===== src/rtl/utrf_pkg.sv =====
// utrf_pkg: queue depths, index widths, transaction types and index helpers
// for the uart byte fifo pair; no dependencies
package utrf_pkg;

  localparam int TX_DEPTH = 16;
  localparam int RX_DEPTH = 16;
  localparam int TX_RANGE = 2 * TX_DEPTH;
  localparam int RX_RANGE = 2 * RX_DEPTH;
  localparam int TX_PW    = $clog2(TX_RANGE);
  localparam int RX_PW    = $clog2(RX_RANGE);
  localparam int TX_AW    = $clog2(TX_DEPTH);
  localparam int RX_AW    = $clog2(RX_DEPTH);

  typedef enum logic [2:0] {
    FN_HOST_WRITE = 3'd0,
    FN_HOST_READ  = 3'd1,
    FN_LINE_RX    = 3'd2,
    FN_TX_READY   = 3'd3,
    FN_FLUSH      = 3'd4
  } func_t;

  typedef struct packed {
    logic [2:0] func;
    logic [7:0] data_byte;
  } in_t;

  typedef struct packed {
    logic        status;
    logic [7:0]  read_byte;
    logic [7:0]  line_byte;
    logic        line_byte_valid;
    logic        tx_irq_enable;
    logic [7:0]  rx_fill;
    logic [7:0]  tx_fill;
    logic [31:0] received_total;
    logic [31:0] sent_total;
  } out_t;

  typedef struct packed {
    logic             we;
    logic [TX_AW-1:0] waddr;
    logic [7:0]       wdata;
    logic             re;
    logic [TX_AW-1:0] raddr;
  } tx_cmd_t;

  typedef struct packed {
    logic             we;
    logic [RX_AW-1:0] waddr;
    logic [7:0]       wdata;
    logic             re;
    logic [RX_AW-1:0] raddr;
  } rx_cmd_t;

  typedef struct packed {
    logic        status;
    logic        sel_rd;
    logic        lbv;
    logic        irq;
    logic [7:0]  rx_fill;
    logic [7:0]  tx_fill;
    logic [31:0] recv;
    logic [31:0] sent;
  } pend_t;

  function automatic logic [TX_PW-1:0] tx_fill_f(input logic [TX_PW-1:0] put,
                                                  input logic [TX_PW-1:0] take);
    logic [TX_PW:0] d;
    d = {1'b0, put} - {1'b0, take};
    if (put < take) d = d + (TX_PW+1)'(TX_RANGE);
    return d[TX_PW-1:0];
  endfunction

  function automatic logic [RX_PW-1:0] rx_fill_f(input logic [RX_PW-1:0] put,
                                                  input logic [RX_PW-1:0] take);
    logic [RX_PW:0] d;
    d = {1'b0, put} - {1'b0, take};
    if (put < take) d = d + (RX_PW+1)'(RX_RANGE);
    return d[RX_PW-1:0];
  endfunction

  function automatic logic [TX_PW-1:0] tx_adv_f(input logic [TX_PW-1:0] idx);
    return (idx == TX_PW'(TX_RANGE - 1)) ? '0 : idx + 1'b1;
  endfunction

  function automatic logic [RX_PW-1:0] rx_adv_f(input logic [RX_PW-1:0] idx);
    return (idx == RX_PW'(RX_RANGE - 1)) ? '0 : idx + 1'b1;
  endfunction

  function automatic logic [TX_AW-1:0] tx_addr_f(input logic [TX_PW-1:0] idx);
    logic [TX_PW-1:0] a;
    a = (idx >= TX_PW'(TX_DEPTH)) ? idx - TX_PW'(TX_DEPTH) : idx;
    return a[TX_AW-1:0];
  endfunction

  function automatic logic [RX_AW-1:0] rx_addr_f(input logic [RX_PW-1:0] idx);
    logic [RX_PW-1:0] a;
    a = (idx >= RX_PW'(RX_DEPTH)) ? idx - RX_PW'(RX_DEPTH) : idx;
    return a[RX_AW-1:0];
  endfunction

endpackage


===== src/rtl/utrf_ram.sv =====
// utrf_ram: generic single-write, single-read synchronous ram with
// registered read data; no dependencies
module utrf_ram #(
  parameter int WIDTH = 8,
  parameter int DEPTH = 16
) (
  input  logic                     clk,
  input  logic                     we,
  input  logic [$clog2(DEPTH)-1:0] waddr,
  input  logic [WIDTH-1:0]         wdata,
  input  logic                     re,
  input  logic [$clog2(DEPTH)-1:0] raddr,
  output logic [WIDTH-1:0]         rdata
);

  logic [WIDTH-1:0] mem [DEPTH];

  always_ff @(posedge clk) begin
    if (we) mem[waddr] <= wdata;
    if (re) rdata <= mem[raddr];
  end

endmodule


===== src/rtl/utrf_ctrl.sv =====
// utrf_ctrl: queue indices, idle flag and totals; decodes each transaction
// and issues ram accesses; depends on utrf_pkg
module utrf_ctrl import utrf_pkg::*; (
  input  logic    clk,
  input  logic    rst_n,
  input  logic    in_valid,
  input  in_t     in_data,
  input  logic    busy,
  output logic    in_stall,
  output tx_cmd_t tx_cmd,
  output rx_cmd_t rx_cmd,
  output logic    pend_valid,
  output pend_t   pend
);

  logic [TX_PW-1:0] tx_put_r, tx_put_nxt, tx_take_r, tx_take_nxt;
  logic [RX_PW-1:0] rx_put_r, rx_put_nxt, rx_take_r, rx_take_nxt;
  logic             tx_idle_r, tx_idle_nxt;
  logic [31:0]      recv_r, recv_nxt, sent_r, sent_nxt;
  logic [TX_PW-1:0] tx_fill;
  logic [RX_PW-1:0] rx_fill;
  logic             accept;
  logic             status;
  logic             sel_rd;
  logic             lbv;

  assign in_stall = busy;
  assign accept   = in_valid && !busy;
  assign tx_fill  = tx_fill_f(tx_put_r, tx_take_r);
  assign rx_fill  = rx_fill_f(rx_put_r, rx_take_r);

  always_comb begin
    tx_put_nxt  = tx_put_r;
    tx_take_nxt = tx_take_r;
    rx_put_nxt  = rx_put_r;
    rx_take_nxt = rx_take_r;
    tx_idle_nxt = tx_idle_r;
    recv_nxt    = recv_r;
    sent_nxt    = sent_r;
    status      = 1'b1;
    sel_rd      = 1'b0;
    lbv         = 1'b0;
    tx_cmd      = '{we: 1'b0, waddr: tx_addr_f(tx_put_r), wdata: in_data.data_byte,
                    re: 1'b0, raddr: tx_addr_f(tx_take_r)};
    rx_cmd      = '{we: 1'b0, waddr: rx_addr_f(rx_put_r), wdata: in_data.data_byte,
                    re: 1'b0, raddr: rx_addr_f(rx_take_r)};
    if (accept) begin
      unique case (in_data.func)
        FN_HOST_WRITE: begin
          if (tx_fill != TX_PW'(TX_DEPTH)) begin
            tx_cmd.we   = 1'b1;
            tx_put_nxt  = tx_adv_f(tx_put_r);
            tx_idle_nxt = 1'b0;
            status      = 1'b0;
          end
        end
        FN_HOST_READ: begin
          if (rx_fill != '0) begin
            rx_cmd.re   = 1'b1;
            rx_take_nxt = rx_adv_f(rx_take_r);
            sel_rd      = 1'b1;
            status      = 1'b0;
          end
        end
        FN_LINE_RX: begin
          if (rx_fill != RX_PW'(RX_DEPTH)) begin
            rx_cmd.we  = 1'b1;
            rx_put_nxt = rx_adv_f(rx_put_r);
            recv_nxt   = recv_r + 32'd1;
            status     = 1'b0;
          end
        end
        FN_TX_READY: begin
          if (tx_fill != '0) begin
            tx_cmd.re   = 1'b1;
            tx_take_nxt = tx_adv_f(tx_take_r);
            tx_idle_nxt = 1'b0;
            sent_nxt    = sent_r + 32'd1;
            lbv         = 1'b1;
            status      = 1'b0;
          end else begin
            tx_idle_nxt = 1'b1;
          end
        end
        FN_FLUSH: begin
          tx_put_nxt  = '0;
          tx_take_nxt = '0;
          rx_put_nxt  = '0;
          rx_take_nxt = '0;
          tx_idle_nxt = 1'b1;
          status      = 1'b0;
        end
        default: begin
        end
      endcase
    end
  end

  assign pend_valid   = accept;
  assign pend.status  = status;
  assign pend.sel_rd  = sel_rd;
  assign pend.lbv     = lbv;
  assign pend.irq     = !tx_idle_nxt;
  assign pend.rx_fill = 8'(rx_fill_f(rx_put_nxt, rx_take_nxt));
  assign pend.tx_fill = 8'(tx_fill_f(tx_put_nxt, tx_take_nxt));
  assign pend.recv    = recv_nxt;
  assign pend.sent    = sent_nxt;

  always_ff @(posedge clk) begin
    if (!rst_n) begin
      tx_put_r  <= '0;
      tx_take_r <= '0;
      rx_put_r  <= '0;
      rx_take_r <= '0;
      tx_idle_r <= 1'b1;
      recv_r    <= '0;
      sent_r    <= '0;
    end else begin
      tx_put_r  <= tx_put_nxt;
      tx_take_r <= tx_take_nxt;
      rx_put_r  <= rx_put_nxt;
      rx_take_r <= rx_take_nxt;
      tx_idle_r <= tx_idle_nxt;
      recv_r    <= recv_nxt;
      sent_r    <= sent_nxt;
    end
  end

endmodule


===== src/rtl/utrf_resp.sv =====
// utrf_resp: holds a transaction while its ram read completes, then the
// output register; depends on utrf_pkg
module utrf_resp import utrf_pkg::*; (
  input  logic       clk,
  input  logic       rst_n,
  input  logic       pend_valid,
  input  pend_t      pend,
  input  logic [7:0] tx_rdata,
  input  logic [7:0] rx_rdata,
  output logic       busy,
  output logic       out_valid,
  input  logic       out_stall,
  output out_t       out_data
);

  logic  s1_vld_r;
  pend_t s1_r;
  logic  out_vld_r;
  out_t  out_r;
  out_t  out_nxt;

  assign busy = s1_vld_r || (out_vld_r && out_stall);

  always_comb begin
    out_nxt.status          = s1_r.status;
    out_nxt.read_byte       = s1_r.sel_rd ? rx_rdata : 8'd0;
    out_nxt.line_byte       = s1_r.lbv ? tx_rdata : 8'd0;
    out_nxt.line_byte_valid = s1_r.lbv;
    out_nxt.tx_irq_enable   = s1_r.irq;
    out_nxt.rx_fill         = s1_r.rx_fill;
    out_nxt.tx_fill         = s1_r.tx_fill;
    out_nxt.received_total  = s1_r.recv;
    out_nxt.sent_total      = s1_r.sent;
  end

  always_ff @(posedge clk) begin
    if (!rst_n) begin
      s1_vld_r  <= 1'b0;
      out_vld_r <= 1'b0;
    end else begin
      s1_vld_r <= pend_valid;
      if (s1_vld_r) begin
        out_vld_r <= 1'b1;
      end else if (!out_stall) begin
        out_vld_r <= 1'b0;
      end
    end
  end

  always_ff @(posedge clk) begin
    if (pend_valid) s1_r <= pend;
    if (s1_vld_r) out_r <= out_nxt;
  end

  assign out_valid = out_vld_r;
  assign out_data  = out_r;

endmodule


===== src/rtl/uart_tx_rx_byte_fifos_unit.sv =====
// uart_tx_rx_byte_fifos_unit: transmit and receive byte queues between a host
// and a serial line; depends on utrf_pkg, utrf_ram, utrf_ctrl, utrf_resp
//
//   channel  handshake            payload
//   in_      in_valid / in_stall  in_t  (func, data_byte)
//   out_     out_valid/ out_stall out_t (status .. sent_total)
//
// one transaction at a time: indices update and the ram is accessed at
// acceptance, the registered ram read lands in the output register in the
// following cycle; the next transaction is taken once that register is free
// reset clears indices, totals and sets the transmitter idle; ram contents
// are not cleared; a stalled result holds and blocks new input
module uart_tx_rx_byte_fifos_unit import utrf_pkg::*; (
  input  logic clk,
  input  logic rst_n,
  input  logic in_valid,
  output logic in_stall,
  input  in_t  in_data,
  output logic out_valid,
  input  logic out_stall,
  output out_t out_data
);

  tx_cmd_t    tx_cmd;
  rx_cmd_t    rx_cmd;
  logic       pend_valid;
  pend_t      pend;
  logic       busy;
  logic [7:0] tx_rdata;
  logic [7:0] rx_rdata;

  utrf_ctrl u_ctrl (
    .clk        (clk),
    .rst_n      (rst_n),
    .in_valid   (in_valid),
    .in_data    (in_data),
    .busy       (busy),
    .in_stall   (in_stall),
    .tx_cmd     (tx_cmd),
    .rx_cmd     (rx_cmd),
    .pend_valid (pend_valid),
    .pend       (pend)
  );

  utrf_ram #(.WIDTH(8), .DEPTH(TX_DEPTH)) u_tx_ram (
    .clk   (clk),
    .we    (tx_cmd.we),
    .waddr (tx_cmd.waddr),
    .wdata (tx_cmd.wdata),
    .re    (tx_cmd.re),
    .raddr (tx_cmd.raddr),
    .rdata (tx_rdata)
  );

  utrf_ram #(.WIDTH(8), .DEPTH(RX_DEPTH)) u_rx_ram (
    .clk   (clk),
    .we    (rx_cmd.we),
    .waddr (rx_cmd.waddr),
    .wdata (rx_cmd.wdata),
    .re    (rx_cmd.re),
    .raddr (rx_cmd.raddr),
    .rdata (rx_rdata)
  );

  utrf_resp u_resp (
    .clk        (clk),
    .rst_n      (rst_n),
    .pend_valid (pend_valid),
    .pend       (pend),
    .tx_rdata   (tx_rdata),
    .rx_rdata   (rx_rdata),
    .busy       (busy),
    .out_valid  (out_valid),
    .out_stall  (out_stall),
    .out_data   (out_data)
  );

endmodule

===== config.mk =====
export PLATFORM = sky130hd
export DESIGN_NAME = uart_tx_rx_byte_fifos_unit
export DESIGN_NICKNAME = d
export VERILOG_FILES = /design/src/rtl/utrf_pkg.sv /design/src/rtl/utrf_ram.sv /design/src/rtl/utrf_ctrl.sv /design/src/rtl/utrf_resp.sv /design/src/rtl/uart_tx_rx_byte_fifos_unit.sv
export SDC_FILE = /design/constraint.sdc
export NUM_CORES = 1
export LEC_CHECK = 0
export BUFFER_PORTS_ARGS = -buffer_cell sky130_fd_sc_hd__buf_2
export CAP_MARGIN = 20
export CORE_MARGIN = 2
export CORE_UTILIZATION = 40
export CTS_BUF_LIST = sky130_fd_sc_hd__clkbuf_4
export DETAILED_ROUTE_END_ITERATION = 8
export PLACE_DENSITY = 0.56
export SLEW_MARGIN = 40
export SYNTH_ARGS = -nofsm -noshare
export SYNTH_HDL_FRONTEND = slang
export SYNTH_SLANG_ARGS = --single-unit

===== constraint.sdc =====
create_clock -name clk -period 10.2 [get_ports clk]
set_clock_uncertainty 0.2 [all_clocks]
set_input_delay 1.02 -clock clk [delete_from_list [all_inputs] [get_ports clk]]
set_output_delay 1.02 -clock clk [all_outputs]
set_load 0.005 [all_outputs]

==> impl_results.rst <==
.. list-table::
   :header-rows: 1

   * - Metric
     - Value
   * - Status
     - completed
   * - Final setup violation count
     - 0
   * - CP Max Fanout
     - 63
   * - Min Clock Period, post-route
     - 5.22 ns
   * - # rows
     - 84
   * - Total area of multi-input combinational cells
     - 5890 sq um
   * - Routability-driven placement congestion ratio
     - 0.820
   * - Clock insertion delay at the later pin of the skew report
     - 0.94 ns
   * - Leakage
     - 0.00863 uW
   * - Die Wd
     - 235 um
   * - Clock slew at the register clock pins of the worst setup and hold paths
     - 0.07 ns
   * - CTS buffer count
     - 139
   * - Worst slew margin relative to its limit
     - 0.451
   * - Area inside the core boundary
     - 52,600 sq um
   * - Pin count of the biggest net entering global routing
     - 82
   * - Register area share after synthesis
     - 0.707
   * - Max Cap Viol
     - 0
   * - Cell Pwr Density
     - 175 nW/um^2
   * - DRC violation total after the first TritonRoute iteration
     - 748
   * - Number of storage elements in the synthesis netlist
     - 530
   * - Layout cells sized above 1
     - 0.282
   * - Via Count
     - 11.7k
   * - CP endpoint kind
     - register
   * - Total I/O pin count
     - 116
   * - Total global routing track utilization
     - 0.163
   * - Type of the tightest min-delay check
     - register to register
   * - Worst hold slack
     - 0.197 ns
   * - Worst-margin pin slew
     - 0.821 ns
   * - Share of the clock period used by the worst path
     - 0.512
   * - Leading cell types in the layout, fill and taps excluded
     - 443 x edfxtp_1, 206 x clkbuf_4, 109 x buf_2, 95 x and2_1, 84 x dfxtp_1
   * - Setup total negative slack
     - 0 ns
   * - Mapped Cells
     - 1,292
   * - Number of library cell types mapped by synthesis
     - 74
   * - Data arrival time of the critical path
     - 5.66 ns
   * - Routed len/inst
     - 19.1 um
   * - IO buf count
     - 109
   * - RSZ-0062 raised after global routing
     - false
   * - Count of fill cells added during filler insertion
     - 4,626
   * - Category of the most critical setup path
     - register to register
   * - Final core utilization
     - 0.463
   * - Cells resized by post-CTS repair
     - 0
   * - Fin. max-slew vios
     - 0
   * - Most common library cell in the layout ignoring fill and taps
     - edfxtp_1
   * - Clock Path Buffers
     - 3
   * - Total of warnings raised by yosys
     - 0
   * - Data required time at the worst endpoint
     - 10.63 ns
   * - CTS tree
     - done
   * - Sequential Area
     - 15,100 sq um
   * - Average instance area after synthesis
     - 16.5 sq um
   * - Main synth FF type
     - edfxtp_1
   * - Die area
     - 55,000 sq um
   * - Vias in the first global route
     - 12.3k
   * - Number of hold-slack violations in the final timing report
     - 0
   * - Launching element type of the critical path
     - register
   * - Routed via count divided by cell count
     - 5.11
   * - Post CTS Setup Buffer Count
     - 0
   * - Post-CTS Hold Fix Bufs
     - 0
   * - DP Cell Count
     - 2,054
   * - Drt drc
     - 0
   * - Final Instance Area
     - 24,300 sq um
   * - Net count, final
     - 1,556
   * - CTS HTree Levels
     - 4
   * - Placed inst area
     - 22,600 sq um
   * - Antenna Nets Post-Route
     - 0
   * - Number of detailed-route iterations in the first pass
     - 5
   * - HPWL after detailed placement
     - 27,600 um
   * - Sum of overflow across all layers after global routing
     - 0
   * - Clock Tree Root
     - clkbuf_4
   * - Die Height
     - 235 um
   * - Wire length of the first global-routing pass
     - 69,000 um
   * - Initial Utilization
     - 0.405
   * - Asr flop ratio synth
     - 0
   * - Detailed-route wire length
     - 43,900 um
   * - Highest clock rate
     - 0.192 GHz
   * - Clock tree sinks
     - 530
   * - Layout overhead on the synthesized area
     - 14.3%
   * - Final standard cell count with taps included and fillers excluded
     - 2,295
   * - Synthesized area
     - 21,300 sq um
   * - Max VDD drop
     - 0.103 mV
   * - Count of flip-flops with a built-in enable after synthesis
     - 443
   * - Antenna violations before repair
     - 3
[layout make-up]
type,count,area share
inverter,41,0.00638
tap,688,0.0354
multi-input combinational,673,0.242
sequential,530,0.619
clock buffer,206,0.0636
antenna,3,0.000309
timing repair buffer,122,0.0266
clock inverter,32,0.00633
[final timing paths]
path | start | endpoint | slack [ns] | cells past startpoint
min reg2reg | u_resp.out_nxt[17] | u_resp.out_data[17] | 0.20 | 0
max reg2reg | u_resp.s1_vld_r | u_resp.out_nxt[68] | 4.98 | 15
min | u_resp.out_nxt[17] | u_resp.out_data[17] | 0.20 | 0
max | u_resp.s1_vld_r | u_resp.out_nxt[68] | 4.98 | 15
[through the flow]
step	setup slack [ns]	power, uW
2_1_floorplan	2.69	2480
3_3_place_gp	4.10	2530
5_1_grt	4.39	4460
4_1_cts	4.64	4340
3_5_place_dp	4.14	2540
6_report	4.98	4260
[critical path, cell delays in order (launching register included)]
cell	delay (ns)
dfxtp_4	0.51
a21oi_2	0.38
nand2_1	0.23
clkinv_2	0.36
buf_6	0.52
nand2_1	0.26
or2_2	0.43
o41ai_1	0.47
inv_1	0.13
fa_1	0.45
inv_1	0.07
a21o_1	0.10
a21oi_1	0.09
and2_1	0.16
a222oi_1	0.36
xor2_1	0.12
[metal layers]
metal / up-vias / part of all wire / wire, um / track usage
li1: 5513 / - / - / -
met1: 5868 / 0.44 / 19500 / 0.208
met2: 296 / 0.48 / 21300 / 0.258
met3: 56 / 0.051 / 2230 / 0.0530
met4: 0 / 0.020 / 891 / 0.0654
met5: - / 0 / 0 / 0
[logic make-up (layout without fill, tap and decap cells)]
group	count (synthesis)	count (layout)	synth area share
xor gates and xnor gates	68	68	0.0294
other	1	9	0.000176
adders and majority gates	34	34	0.0207
AOI/OAI and AO/OA	92	92	0.0309
buffers and inverters	94	401	0.0182
and+or+nand+nor	379	379	0.102
muxes	94	94	0.0915
DFF	530	530	0.707
[sequential cells by signal (all words and copies together), names as in the netlist]
name,count
u_ctrl.tx_idle_r,1
u_ctrl.rx_take_r,5
u_tx_ram.mem,128
u_resp.out_valid,1
u_ctrl.sent_r,32
u_ctrl.tx_put_r,5
u_tx_ram.rdata,8
u_ctrl.recv_r,32
u_resp.s1_vld_r,1
u_resp.out_data,93
u_resp.s1_r,1
u_ctrl.tx_take_r,5
u_resp.out_nxt,77
u_rx_ram.rdata,8
u_rx_ram.mem,128
u_ctrl.rx_put_r,5
[synthesized netlist by cell type (7+ instances only)]
| cell | number | share of area |
|---|---|---|
| inv_1 | 38 | 0.0067 |
| nor3_1 | 21 | 0.0049 |
| nand2b_1 | 15 | 0.0044 |
| and2_1 | 95 | 0.028 |
| nor4_1 | 31 | 0.0091 |
| nand3_1 | 28 | 0.0066 |
| mux4_2 | 80 | 0.085 |
| mux2i_1 | 11 | 0.0052 |
| edfxtp_1 | 443 | 0.63 |
| nor2_1 | 36 | 0.0064 |
| ha_1 | 32 | 0.019 |
| buf_4 | 7 | 0.0025 |
| xor2_1 | 39 | 0.016 |
| buf_1 | 8 | 0.0014 |
| a21oi_1 | 22 | 0.0052 |
| xnor2_1 | 27 | 0.011 |
| or3_1 | 8 | 0.0024 |
| and3_1 | 18 | 0.0053 |
| nand4_1 | 20 | 0.0059 |
| nand2_1 | 62 | 0.011 |
| or2_2 | 8 | 0.0024 |
| clkbuf_1 | 32 | 0.0056 |
| o211ai_1 | 7 | 0.0025 |
| a31oi_1 | 8 | 0.0024 |
| dfxtp_1 | 87 | 0.082 |
| a21o_1 | 7 | 0.0025 |
[power breakdown]
group	switching [uW]	leakage [uW]	internal (uW)
Sequential	15.2	0.00480	2380
Clock	827	0.00103	945
Combinational	65.9	0.00279	24.2
Total	908	0.00863	3350
Note: power is estimated with default switching activity, not from simulation.
